**src/rtl/urx_pkg.sv**
```systemverilog
// Shared types and constants of the radar UART frame receiver.
package urx_pkg;

    localparam int MAX_PAYLOAD  = 30;
    localparam int HEADER_BYTES = 8;

    localparam int CNT_W   = $clog2(HEADER_BYTES + MAX_PAYLOAD + 1);
    localparam int IDX_W   = (MAX_PAYLOAD > 1) ? $clog2(MAX_PAYLOAD) : 1;
    localparam int LEN_W   = $clog2(MAX_PAYLOAD + 1);
    localparam int Q_DEPTH = 2;
    localparam int QPTR_W  = $clog2(Q_DEPTH);
    localparam int QCNT_W  = $clog2(Q_DEPTH + 1);

    localparam int CFG_IDX_W  = 1;
    localparam int CFG_DATA_W = 16;

    localparam logic [CFG_IDX_W-1:0] CFG_TYPE_FILTER = 1'd0;
    localparam logic [CFG_IDX_W-1:0] CFG_START_BYTE  = 1'd1;

    localparam logic [15:0] ACCEPT_ALL       = 16'hFFFF;
    localparam logic [15:0] TYPE_FILTER_RST  = 16'hFFFF;
    localparam logic [7:0]  START_BYTE_RST   = 8'h01;
    localparam logic [7:0]  CHECK_GOOD       = 8'hFF;

    typedef enum logic [2:0] {
        ST_OK       = 3'd0,
        ST_TOO_LONG = 3'd1,
        ST_TYPE_BAD = 3'd2,
        ST_HDR_BAD  = 3'd3,
        ST_DATA_BAD = 3'd4
    } status_t;

    typedef struct packed {
        logic [15:0]      id;
        logic [15:0]      ftype;
        status_t          status;
        logic [LEN_W-1:0] len;
    } urx_cmd_t;

    typedef enum logic [1:0] {
        BK_IDLE,
        BK_STAT,
        BK_READ,
        BK_WAIT
    } back_state_t;

endpackage

```
**src/rtl/radar_uart_frame_receiver.sv**
```systemverilog
// A status item reaches out_valid through the queue entry, the back-end command register and the output register.
// A good frame's first payload beat passes the queue entry, the command register, the registered
// read of the payload store and the output register; a byte is read once the previous one is loaded.
// Input takes one beat per cycle; it stalls only at a payload byte while the previous payload
// is still being read out, or at a frame end while the two-entry command queue is full.
// Reset: hunting, queue and output empty, type_filter 0xFFFF, start_byte 0x01; store not cleared.
module radar_uart_frame_receiver import urx_pkg::*; (
    input  logic                  clk,
    input  logic                  rst_n,
    input  logic [7:0]            rx_byte,
    input  logic                  in_valid,
    output logic                  in_stall,
    input  logic                  cfg_we,
    input  logic [CFG_IDX_W-1:0]  cfg_index,
    input  logic [CFG_DATA_W-1:0] cfg_data,
    output logic [15:0]           frame_id,
    output logic [15:0]           frame_type,
    output logic [7:0]            payload_byte,
    output logic                  byte_valid,
    output logic [2:0]            status,
    output logic                  last,
    output logic                  out_valid,
    input  logic                  out_stall
);

    // Payload store write side (front) and read side (back)
    logic             wr_en;
    logic [IDX_W-1:0] wr_addr;
    logic [7:0]       wr_data;
    logic             rd_en;
    logic [IDX_W-1:0] rd_addr;
    logic [7:0]       rd_data;

    // Command queue between the two halves
    logic     push;
    urx_cmd_t push_cmd;
    logic     q_full;
    logic     q_pop;
    logic     q_not_empty;
    urx_cmd_t q_cmd;

    // Release of the payload store once its last byte has been read out
    logic store_done;

    // Front: byte parsing, header checks, payload capture
    urx_front u_front (
        .clk        (clk),
        .rst_n      (rst_n),
        .rx_byte    (rx_byte),
        .in_valid   (in_valid),
        .in_stall   (in_stall),
        .cfg_we     (cfg_we),
        .cfg_index  (cfg_index),
        .cfg_data   (cfg_data),
        .wr_en      (wr_en),
        .wr_addr    (wr_addr),
        .wr_data    (wr_data),
        .push       (push),
        .push_cmd   (push_cmd),
        .q_full     (q_full),
        .store_done (store_done)
    );

    // Payload bytes of one frame at a time
    urx_ram #(
        .WIDTH (8),
        .DEPTH (MAX_PAYLOAD)
    ) u_store (
        .clk   (clk),
        .we    (wr_en),
        .waddr (wr_addr),
        .wdata (wr_data),
        .re    (rd_en),
        .raddr (rd_addr),
        .rdata (rd_data)
    );

    // Hold finished-frame commands so the back end can stall on its own
    urx_queue u_queue (
        .clk       (clk),
        .rst_n     (rst_n),
        .push      (push),
        .push_cmd  (push_cmd),
        .full      (q_full),
        .pop       (q_pop),
        .not_empty (q_not_empty),
        .pop_cmd   (q_cmd)
    );

    // Back: emit beats from the output register
    urx_back u_back (
        .clk          (clk),
        .rst_n        (rst_n),
        .q_not_empty  (q_not_empty),
        .q_cmd        (q_cmd),
        .q_pop        (q_pop),
        .rd_en        (rd_en),
        .rd_addr      (rd_addr),
        .rd_data      (rd_data),
        .store_done   (store_done),
        .frame_id     (frame_id),
        .frame_type   (frame_type),
        .payload_byte (payload_byte),
        .byte_valid   (byte_valid),
        .status       (status),
        .last         (last),
        .out_valid    (out_valid),
        .out_stall    (out_stall)
    );

endmodule

```
**src/rtl/urx_ram.sv**
```systemverilog
// Generic single-write, single-read RAM with registered read data.
module urx_ram #(
    parameter int WIDTH = 8,
    parameter int DEPTH = 32,
    parameter int ADDR_W = (DEPTH > 1) ? $clog2(DEPTH) : 1
) (
    input  logic              clk,
    input  logic              we,
    input  logic [ADDR_W-1:0] waddr,
    input  logic [WIDTH-1:0]  wdata,
    input  logic              re,
    input  logic [ADDR_W-1:0] raddr,
    output logic [WIDTH-1:0]  rdata
);

    logic [WIDTH-1:0] mem [DEPTH];
    logic [WIDTH-1:0] rdata_reg;

    always_ff @(posedge clk)
    begin
        if (we)
        begin
            mem[waddr] <= wdata;
        end
        if (re)
        begin
            rdata_reg <= mem[raddr];
        end
    end

    assign rdata = rdata_reg;

endmodule

```
**src/rtl/urx_front.sv**
```systemverilog
// Front end: hunts for the start byte, parses the header, stores payload, pushes frame commands.
module urx_front import urx_pkg::*; (
    input  logic                  clk,
    input  logic                  rst_n,
    input  logic [7:0]            rx_byte,
    input  logic                  in_valid,
    output logic                  in_stall,
    input  logic                  cfg_we,
    input  logic [CFG_IDX_W-1:0]  cfg_index,
    input  logic [CFG_DATA_W-1:0] cfg_data,
    output logic                  wr_en,
    output logic [IDX_W-1:0]      wr_addr,
    output logic [7:0]            wr_data,
    output logic                  push,
    output urx_cmd_t              push_cmd,
    input  logic                  q_full,
    input  logic                  store_done
);

    logic             in_frame_reg, in_frame_next;
    logic [CNT_W-1:0] count_reg, count_next;
    logic [15:0]      id_reg, id_next;
    logic [15:0]      len_reg, len_next;
    logic [15:0]      type_reg, type_next;
    logic [7:0]       hxor_reg, hxor_next;
    logic [7:0]       dxor_reg, dxor_next;
    logic             lock_reg, lock_next;
    logic [15:0]      type_filter_reg;
    logic [7:0]       start_byte_reg;

    logic             accept;
    logic             hdr_pos;
    logic             too_long;
    logic             payload_pos;
    logic             end_pos;
    logic [CNT_W-1:0] pos_off;
    status_t          status;

    always_comb
    begin
        hdr_pos     = count_reg < CNT_W'(HEADER_BYTES);
        too_long    = (count_reg == CNT_W'(HEADER_BYTES - 1)) && (len_reg > 16'(MAX_PAYLOAD));
        payload_pos = !hdr_pos &&
                      (17'(count_reg) < (17'(HEADER_BYTES) + 17'(len_reg)));
        end_pos     = too_long || (!hdr_pos && !payload_pos);
        pos_off     = count_reg - CNT_W'(HEADER_BYTES);

        // Hold input while the queue is full at a frame end, or while the
        // back end still reads the payload of the previous frame.
        in_stall = in_frame_reg && ((end_pos && q_full) || (payload_pos && lock_reg));
        accept   = in_valid && !in_stall;

        if ((type_filter_reg != ACCEPT_ALL) && (type_filter_reg != type_reg))
            status = ST_TYPE_BAD;
        else if (hxor_reg != CHECK_GOOD)
            status = ST_HDR_BAD;
        else if ((dxor_reg ^ rx_byte) != CHECK_GOOD)
            status = ST_DATA_BAD;
        else
            status = ST_OK;

        in_frame_next = in_frame_reg;
        count_next    = count_reg;
        id_next       = id_reg;
        len_next      = len_reg;
        type_next     = type_reg;
        hxor_next     = hxor_reg;
        dxor_next     = dxor_reg;
        lock_next     = lock_reg && !store_done;

        wr_en   = 1'b0;
        wr_addr = pos_off[IDX_W-1:0];
        wr_data = rx_byte;

        push           = 1'b0;
        push_cmd.id    = id_reg;
        push_cmd.ftype = type_reg;
        push_cmd.status = status;
        push_cmd.len   = len_reg[LEN_W-1:0];

        if (accept)
        begin
            if (!in_frame_reg)
            begin
                if (rx_byte == start_byte_reg)
                begin
                    in_frame_next = 1'b1;
                    count_next    = CNT_W'(1);
                    hxor_next     = rx_byte;
                    dxor_next     = 8'h00;
                    id_next       = 16'h0000;
                    len_next      = 16'h0000;
                    type_next     = 16'h0000;
                end
            end
            else
            begin
                count_next = count_reg + CNT_W'(1);
                if (hdr_pos)
                begin
                    hxor_next = hxor_reg ^ rx_byte;
                    case (count_reg)
                        CNT_W'(1): id_next   = {rx_byte, id_reg[7:0]};
                        CNT_W'(2): id_next   = {id_reg[15:8], rx_byte};
                        CNT_W'(3): len_next  = {rx_byte, len_reg[7:0]};
                        CNT_W'(4): len_next  = {len_reg[15:8], rx_byte};
                        CNT_W'(5): type_next = {rx_byte, type_reg[7:0]};
                        CNT_W'(6): type_next = {type_reg[15:8], rx_byte};
                        default: ;
                    endcase
                    if (too_long)
                    begin
                        push            = 1'b1;
                        push_cmd.status = ST_TOO_LONG;
                        in_frame_next   = 1'b0;
                        count_next      = '0;
                    end
                end
                else
                begin
                    dxor_next = dxor_reg ^ rx_byte;
                    if (payload_pos)
                    begin
                        wr_en = 1'b1;
                    end
                    else
                    begin
                        push          = 1'b1;
                        in_frame_next = 1'b0;
                        count_next    = '0;
                        if ((status == ST_OK) && (len_reg != 16'h0000))
                            lock_next = 1'b1;
                    end
                end
            end
        end
    end

    always_ff @(posedge clk or negedge rst_n)
    begin
        if (!rst_n)
        begin
            in_frame_reg    <= 1'b0;
            count_reg       <= '0;
            id_reg          <= '0;
            len_reg         <= '0;
            type_reg        <= '0;
            hxor_reg        <= '0;
            dxor_reg        <= '0;
            lock_reg        <= 1'b0;
            type_filter_reg <= TYPE_FILTER_RST;
            start_byte_reg  <= START_BYTE_RST;
        end
        else
        begin
            in_frame_reg <= in_frame_next;
            count_reg    <= count_next;
            id_reg       <= id_next;
            len_reg      <= len_next;
            type_reg     <= type_next;
            hxor_reg     <= hxor_next;
            dxor_reg     <= dxor_next;
            lock_reg     <= lock_next;
            if (cfg_we)
            begin
                case (cfg_index)
                    CFG_TYPE_FILTER: type_filter_reg <= cfg_data;
                    CFG_START_BYTE:  start_byte_reg  <= cfg_data[7:0];
                    default: ;
                endcase
            end
        end
    end

endmodule

```
**src/rtl/urx_queue.sv**
```systemverilog
// Short command queue between the front end and the back end.
module urx_queue import urx_pkg::*; (
    input  logic     clk,
    input  logic     rst_n,
    input  logic     push,
    input  urx_cmd_t push_cmd,
    output logic     full,
    input  logic     pop,
    output logic     not_empty,
    output urx_cmd_t pop_cmd
);

    urx_cmd_t          entry_reg [Q_DEPTH];
    logic [QPTR_W-1:0] wptr_reg, rptr_reg;
    logic [QCNT_W-1:0] cnt_reg;
    logic              do_push, do_pop;

    assign full      = cnt_reg == QCNT_W'(Q_DEPTH);
    assign not_empty = cnt_reg != '0;
    assign pop_cmd   = entry_reg[rptr_reg];
    assign do_push   = push && !full;
    assign do_pop    = pop && not_empty;

    always_ff @(posedge clk)
    begin
        if (do_push)
        begin
            entry_reg[wptr_reg] <= push_cmd;
        end
    end

    always_ff @(posedge clk or negedge rst_n)
    begin
        if (!rst_n)
        begin
            wptr_reg <= '0;
            rptr_reg <= '0;
            cnt_reg  <= '0;
        end
        else
        begin
            if (do_push)
                wptr_reg <= (wptr_reg == QPTR_W'(Q_DEPTH - 1)) ? '0 : wptr_reg + QPTR_W'(1);
            if (do_pop)
                rptr_reg <= (rptr_reg == QPTR_W'(Q_DEPTH - 1)) ? '0 : rptr_reg + QPTR_W'(1);
            case ({do_push, do_pop})
                2'b10:   cnt_reg <= cnt_reg + QCNT_W'(1);
                2'b01:   cnt_reg <= cnt_reg - QCNT_W'(1);
                default: ;
            endcase
        end
    end

endmodule

```
**src/rtl/urx_back.sv**
```systemverilog
// Back end: takes frame commands and emits status items or stored payload bytes.
module urx_back import urx_pkg::*; (
    input  logic             clk,
    input  logic             rst_n,
    input  logic             q_not_empty,
    input  urx_cmd_t         q_cmd,
    output logic             q_pop,
    output logic             rd_en,
    output logic [IDX_W-1:0] rd_addr,
    input  logic [7:0]       rd_data,
    output logic             store_done,
    output logic [15:0]      frame_id,
    output logic [15:0]      frame_type,
    output logic [7:0]       payload_byte,
    output logic             byte_valid,
    output logic [2:0]       status,
    output logic             last,
    output logic             out_valid,
    input  logic             out_stall
);

    back_state_t      state_reg, state_next;
    urx_cmd_t         cmd_reg, cmd_next;
    logic [IDX_W-1:0] idx_reg, idx_next;
    logic             out_valid_reg, out_valid_next;
    logic [15:0]      id_reg, type_reg;
    logic [7:0]       byte_reg;
    logic             bvalid_reg, last_reg;
    logic [2:0]       status_reg;

    logic             out_free;
    logic             load;
    logic             load_byte;
    logic             final_byte;

    always_comb
    begin
        out_free   = !out_valid_reg || !out_stall;
        final_byte = (LEN_W'(idx_reg) + LEN_W'(1)) == cmd_reg.len;
        state_next = state_reg;
        cmd_next   = cmd_reg;
        idx_next   = idx_reg;
        q_pop      = 1'b0;
        rd_en      = 1'b0;
        rd_addr    = idx_reg;
        store_done = 1'b0;
        load       = 1'b0;
        load_byte  = 1'b0;

        case (state_reg)
            BK_IDLE:
            begin
                if (q_not_empty)
                begin
                    q_pop    = 1'b1;
                    cmd_next = q_cmd;
                    idx_next = '0;
                    if ((q_cmd.status != ST_OK) || (q_cmd.len == '0))
                        state_next = BK_STAT;
                    else
                        state_next = BK_READ;
                end
            end
            BK_STAT:
            begin
                if (out_free)
                begin
                    load       = 1'b1;
                    state_next = BK_IDLE;
                end
            end
            BK_READ:
            begin
                rd_en      = 1'b1;
                state_next = BK_WAIT;
            end
            BK_WAIT:
            begin
                if (out_free)
                begin
                    load      = 1'b1;
                    load_byte = 1'b1;
                    if (final_byte)
                    begin
                        store_done = 1'b1;
                        state_next = BK_IDLE;
                    end
                    else
                    begin
                        idx_next   = idx_reg + IDX_W'(1);
                        state_next = BK_READ;
                    end
                end
            end
            default:
            begin
                state_next = BK_IDLE;
            end
        endcase

        out_valid_next = out_free ? load : out_valid_reg;
    end

    always_ff @(posedge clk or negedge rst_n)
    begin
        if (!rst_n)
        begin
            state_reg     <= BK_IDLE;
            out_valid_reg <= 1'b0;
        end
        else
        begin
            state_reg     <= state_next;
            out_valid_reg <= out_valid_next;
        end
    end

    always_ff @(posedge clk)
    begin
        cmd_reg <= cmd_next;
        idx_reg <= idx_next;
        if (load)
        begin
            id_reg     <= cmd_reg.id;
            type_reg   <= cmd_reg.ftype;
            byte_reg   <= load_byte ? rd_data : 8'h00;
            bvalid_reg <= load_byte;
            status_reg <= load_byte ? ST_OK : cmd_reg.status;
            last_reg   <= load_byte ? final_byte : 1'b1;
        end
    end

    assign frame_id     = id_reg;
    assign frame_type   = type_reg;
    assign payload_byte = byte_reg;
    assign byte_valid   = bvalid_reg;
    assign status       = status_reg;
    assign last         = last_reg;
    assign out_valid    = out_valid_reg;

endmodule

```
**config.mk**
```make
export PLATFORM = sky130hd
export DESIGN_NAME = radar_uart_frame_receiver
export DESIGN_NICKNAME = d
export VERILOG_FILES = /design/src/rtl/urx_pkg.sv /design/src/rtl/radar_uart_frame_receiver.sv /design/src/rtl/urx_ram.sv /design/src/rtl/urx_front.sv /design/src/rtl/urx_queue.sv /design/src/rtl/urx_back.sv
export SDC_FILE = /design/constraint.sdc
export NUM_CORES = 1
export LEC_CHECK = 0
export BUFFER_PORTS_ARGS = -buffer_cell sky130_fd_sc_hd__buf_2
export CAP_MARGIN = 20
export CORE_ASPECT_RATIO = 0.9
export CORE_UTILIZATION = 61
export CTS_CLUSTER_DIAMETER = 80
export DETAILED_ROUTE_END_ITERATION = 8
export GPL_TIMING_DRIVEN = 0
export PLACE_DENSITY = 0.9
export SLEW_MARGIN = 0
export SYNTH_ARGS = -nofsm -noshare
export SYNTH_HDL_FRONTEND = slang
export SYNTH_SLANG_ARGS = --single-unit
export TNS_END_PERCENT = 20
```
**constraint.sdc**
```tcl
create_clock -name clk -period 5.2 [get_ports clk]
set_clock_uncertainty 0.15 [all_clocks]
set_input_delay 1.56 -clock clk [delete_from_list [all_inputs] [get_ports clk]]
set_output_delay 1.56 -clock clk [all_outputs]
set_load 0.005 [all_outputs]
```
After elaboration in Yosys (flattened, before gate mapping) --
Memories as Yosys holds them, arrays and structs flattened. A register that Yosys moved wholly into a read port is not among the register bits. Cells that the tools add are included.
Operators by class: muxes and demuxes 72, divide/modulo/power cells 0, eq/ne operators 37, add/sub/neg operators 8, bitwise logic cells 3, shift-type cells 0, reductions and logical operators 47, $lt $le $gt $ge 3, multipliers 0
Operators by type and width (count):
- 16-bit 2-to-1 mux | 7
- 16-bit one-hot mux with 2 select lines | 3
- 8-bit 2-to-1 mux | 6
- 1-bit 2-to-1 mux | 33
- 2-bit != test (second input constant) | 16
- 6-bit 2-to-1 mux | 5
- 5-bit AND reduction | 6
- 6-bit by 3-bit == test with 1-bit output (second input constant) | 4
- 3-bit 2-to-1 mux | 7
- 4-bit by 16-bit adder with 17-bit output (first input constant) | 1
- 6-bit by 17-bit less-than comparator with 1-bit output | 1
- 16-bit by 5-bit > comparator with 1-bit output (second input constant) | 1
- 16-bit != test | 1
- 16-bit != test (second input constant) | 1
- 8-bit != test (second input constant) | 2
- 16-bit nonzero test | 1
- 8-bit bitwise XOR | 2
- 5-bit 2-to-1 mux | 3
- 6-bit by 2-bit == test with 1-bit output (second input constant) | 2
- 1-bit logical AND | 12
- 2-bit 2-to-1 mux | 5
- 5-bit one-hot mux with 2 select lines | 1
- 3-bit AND reduction | 3
- 2-bit == test (second input constant) | 4
- 25 further kinds | 43
Word-level totals: RAM bits 320, bits in registers 193, ROM bits 0, bits of input ports 30, logic and storage cells 201, memories kept 2, latch bits 0, output and inout bits 47
Memory list:
- u_store.mem | words 30, bits a word 8, read ports 1, clocked after memory_dff 1, write ports 1, line urx_ram.sv:16 | logic [WIDTH-1:0] mem [DEPTH];
- u_queue.entry_reg | words 2, bits a word 40, read ports 1, clocked after memory_dff 0, write ports 1, line urx_queue.sv:13 | urx_cmd_t entry_reg [Q_DEPTH];

Depth between registers and ports, before layout --
word-level depth 15, mapped depth 13, gate-level depth less buffers 13

By module --
From an unflattened synthesis, not the netlist that was laid out.
Unflattened totals: cells, all modules 1363, area total of the unflattened synthesis 21353.0 µm²
Modules (own cells, without submodules):
- urx_ram | seq. area each 7447.1 µm², instances 1, cells each 530, area each 9872.0 µm²
- urx_front | seq. area each 2423.6 µm², instances 1, cells each 542, area each 5246.3 µm²
- urx_back | seq. area each 2777.7 µm², instances 1, cells each 148, area each 3121.7 µm²
- urx_queue | seq. area each 2502.4 µm², instances 1, cells each 143, area each 3113.0 µm²

Worst setup path after synthesis --
No wires, ideal clock.
path type in2reg, from input out_stall, to register u_back.bvalid_reg (netlist: u_back.byte_valid), enable pin, path buffers 0, stages on the path 1, arrival 3.755 ns, required time 4.586 ns, path slack 0.830 ns, setup time 0.464 ns, path through a21oi_1
Between the ends: word-level cells in the longest chain between the ends 4
RTL lines:
- start, declared | line radar_uart_frame_receiver.sv:23 | input logic out_stall
- 1-bit zero test | line urx_back.sv:38 | out_free = !out_valid_reg || !out_stall;
- 1-bit logical OR | line urx_back.sv:38
- 1-bit 2-to-1 mux | line urx_back.sv:66, urx_back.sv:79
- 1-bit 2-to-1 mux
- end signal, assigned | line urx_back.sv:127 | bvalid_reg <= load_byte;
- end, declared | line urx_back.sv:28 | logic bvalid_reg, last_reg;
Every way passes these cells. A chain may end at the register's enable or synchronous reset.

Worst setup path after layout --
from register u_front.len_reg[4], to output in_stall
Between the ends: word-level cells in the longest chain between the ends 9, elaborated cells on any way between the ends 12, classes of those cells add/sub: 1; order compare: 2; reduce/logical: 9
RTL lines:
- start, declared | line urx_front.sv:23 | logic [15:0] len_reg, len_next;
- start signal, assigned | line urx_front.sv:159 | len_reg <= len_next;
- 4-bit by 16-bit adder with 17-bit output | line urx_front.sv:44 | (17'(count_reg) < (17'(HEADER_BYTES) + 17'(len_reg)));
- 6-bit by 17-bit less-than comparator with 1-bit output | line urx_front.sv:44
- 1-bit logical AND | line urx_front.sv:43 | payload_pos = !hdr_pos &&
- 1-bit zero test | line urx_front.sv:45 | end_pos = too_long || (!hdr_pos && !payload_pos);
- 1-bit logical AND | line urx_front.sv:45
- 1-bit logical OR | line urx_front.sv:45
- 1-bit logical AND | line urx_front.sv:50 | in_stall = in_frame_reg && ((end_pos && q_full) || (payload_pos && lock_reg));
- 1-bit logical OR * | line urx_front.sv:50
- 1-bit logical AND * | line urx_front.sv:50
- end, declared | line radar_uart_frame_receiver.sv:12 | output logic in_stall,
Every way passes the cells marked *; elsewhere a longest branch is shown, timed or not.

==> results.yml <==
outcome:
  status: "finished clean"
finish:
  fillers: 1876
  final_nets: 1361
  final_util: 0.7066
  largest_reg_flops: 240
  fin_area_sq_mm: 0.02356
  layout-drive-gt1-share: 0.2459
  fin_cells: 1814
  syn2layout_area_growth_pct: 12.70
clocking:
  cts_max_level: 2
  clk_pin_slew_ns: 0.06
  cts_tree: "done"
  clock-sinks: 521
  clk_latency_ns: 0.58
  clk_path_buf_depth: 3
  postCtsSetupRepairBufs: 0
  root_buffer: "clkbuf_16"
  cts_made_buffers: 49
floorplan:
  chipWidth_um: 197.1
  boundaryPins: 77
  core_sq_mm: 0.03334
  rows: 63
  die_area_sq_mm: 0.03502
  start_util: 0.6270
  die_h_um: 177.6
hold_path:
  min_path_cells: 0
  hold_class: "reg2reg"
  holdPathEnd: "u_back.frame_type[1]"
  hp-start: "u_back.cmd_reg[9]"
route:
  dr.pass1.iters: 6
  drt-wirelength-per-cell_um: 27.32
  wl_mm: 49.57
  vias: 12460
  drt_iter0_drc: 1925
  postRouteAntennaNets: 0
  drcViolationCount: 0
  vias_per_cell: 6.868
setup_path:
  ff2ff_setup_slack_ns: 0.53
  startpoint_type: "register"
  timing.rr.end: "u_store.mem[28][4]"
  rr_worst_depth: 9
  end_kind: "primary output"
  reg2reg_from: "u_front.len_reg[4]"
  cpMostUsedCell: "ha_1"
  cp_max_fo: 8
  arrival_ns: 3.41
  critPathRequiredTime_ns: 3.49
  cp_slowest_stage_delay_ns: 0.55
  worstSetupPathType: "reg2out"
  crit_slowest_cell: "dfrtp_1"
  crit_path_cell_trace: "ha_1 > xnor2_1 > ha_1 > o22a_1 > and2_1 > o2111a_1 > nand2_1 > o21ai_1 > a32oi_1 > nor2b_1 > buf_2"
timing:
  rsz0062_at_grt: "no"
  setup_tns_ns: 0
  min_period_over_period: 0.9844
  hold_violations: 0
  max_clock_freq_mhz: 195.4
  slew_headroom: 0.2577
  slew_viol_final: 0
  fin_crit_ns: 5.119
  tightest_slew_ns: 1.103
  finalSetupViolations: 0
synth:
  synth_top_flop_cell: "edfxtp_1"
  synth_edf_count: 418
  syn_area_sq_mm: 0.02091
  ys_seq_area_frac: 0.7247
  yosys_warnings: 0
  yosys.cell_types.count: 63
  synthArstFlopShare: 0.1977
  synth_cells: 1185
  ys_ff_latch: 521
  syn_avg_cell_area_sq_um: 17.64
  synthesis.nets: 1227
job:
  drv_cap: 0
grt:
  first_global_vias: 12230
  grt_util_met2: 0.4582
  grt_antenna_before_repair: 3
  grt_max_degree: 64
  overflow: 0
  grt_pass1_wl_mm: 73.97
  met3_usage: 0.06899
  gr-usage-met1: 0.3951
  globalRoute.busiestLayer: "met2"
  track_usage: 0.2890
placed_design:
  gp_congestion: 0.9203
  dp_hpwl_mm: 29.95
  placed_area_sq_mm: 0.02200
  port-buffer-count: 76
  dp_cells: 1721
power:
  power.leakage_nw: 7.932
  powerDensity_mw_per_mm2: 377.1
  ir_drop_v: 0.0003852
  finalPower_w: 0.008885
## layer usage
metal,part of all wire,vias up
met5,0.00052,-
met4,0.039,4
met3,0.12,230
met2,0.48,1109
met1,0.36,6129
li1,-,4986
## how the worst max path moves through the flow
stage                                  start                       end  slack (ns)  cells after the start
final                     u_front.len_reg[4]                  in_stall        0.08                     11
after global routing      u_front.len_reg[4]                  in_stall        0.04                     11
after CTS                 u_front.len_reg[3]                  in_stall        0.13                     10
after detailed placement          rx_byte[1]        u_front.id_reg[12]        0.48                     10
after global placement    u_front.len_reg[3]  u_queue.entry_reg[0][19]       -0.23                     10
after floorplan                    out_stall         u_back.byte_valid        0.83                      1
## timing repair
item | 4_1_cts | 5_1_grt
gates resized for setup | 0 | 1
hold endpoints to repair | 0 | 0
hold buffers | 0 | 0
setup endpoints to repair | 0 | 1
## worst max-delay path, delay by kind of cell (launching register included)
| family | cells | cell delay, ns |
|---|---|---|
| flip-flops | 1 | 0.55 |
| buffers and inverters | 1 | 0.13 |
| AO/OA/AOI/OAI | 4 | 0.93 |
| AND/OR/NAND/NOR | 3 | 0.44 |
| adder cells (fa/ha/maj) | 2 | 0.59 |
| XOR/XNOR | 1 | 0.17 |
## through the flow
step	setup slack, ns	hold slack [ns]
6_report	0.08117	0.2623
5_1_grt	0.03672	0.2693
4_1_cts	0.1283	0.2611
3_5_place_dp	0.4766	0.2545
3_3_place_gp	-0.2281	0.2523
2_1_floorplan	0.8304	0.2503
## synthesized netlist by cell type (10+ instances only)
master / count / area share
a22o_1: 75 / 0.031
inv_1: 25 / 0.0045
o21ai_0: 18 / 0.0043
nor2b_1: 12 / 0.0036
mux2_2: 80 / 0.043
nand2b_1: 22 / 0.0066
a21oi_1: 22 / 0.0053
a21o_1: 12 / 0.0043
edfxtp_1: 418 / 0.60
ha_1: 12 / 0.0072
xnor2_1: 26 / 0.011
o21ai_1: 10 / 0.0024
xor2_1: 12 / 0.0050
nand3_1: 22 / 0.0053
nor2_1: 52 / 0.0093
dfrtp_1: 86 / 0.10
and2_1: 10 / 0.0030
nand2_1: 27 / 0.0048
nand4_1: 17 / 0.0051
mux4_2: 72 / 0.078
dfstp_2: 17 / 0.021
clkbuf_1: 46 / 0.0083
## final cells by class
type                       count  area [sq um]  share of cell area
tap                          455         569.3             0.02416
buffer                        56         226.5            0.009612
inverter                      25         93.84            0.003983
antenna                        1         2.502           0.0001062
sequential                   521         15150              0.6431
timing repair buffer          83         520.5             0.02209
multi-input combinational    583          5455              0.2315
clock inverter                30         274.0             0.01163
clock buffer                  60          1267             0.05379
## kinds of logic after synthesis
logic type      after synthesis  share of synthesized area
simple gates                201                    0.05045
buf+inv                      81                    0.01532
fa+ha+maj                    12                   0.007182
flops                       521                     0.7247
compound gates              179                    0.06530
xor+xnor                     38                    0.01592
mux                         153                     0.1211
## layout by cell type (no fill, tap or decap), drive strengths merged, types with 4 or more instances in the layout
master    Yosys  layout
nand4        17      17
a21oi        22      22
clkinv        0      21
xor2         12      12
nor4          5       5
ha           12      12
clkinvlp      0       4
nor2         52      52
edfxtp      418     418
and3          6       6
inv          25      26
mux4         72      72
nor3          8       8
nand3b        4       4
nand2        27      27
mux2         80      80
nand3        23      23
dfrtp        86      86
a221oi        8       8
a21o         12      12
nand2b       22      22
clkbuf       46     106
xnor2        26      26
a22o         75      75
bufinv        0       4
o21bai        4       4
and2         10      10
o21ai        28      28
nor2b        12      12
dfstp        17      17
o211ai        4       4
buf          10      93
## where the power goes
| part | switching [W] | total, W | internal, W |
|---|---|---|---|
| Combinational | 0.000417 | 0.000640 | 0.000222 |
| Sequential | 0.000131 | 0.00478 | 0.00465 |
| Clock | 0.00152 | 0.00346 | 0.00194 |
Power figures use the tool's default switching activity.
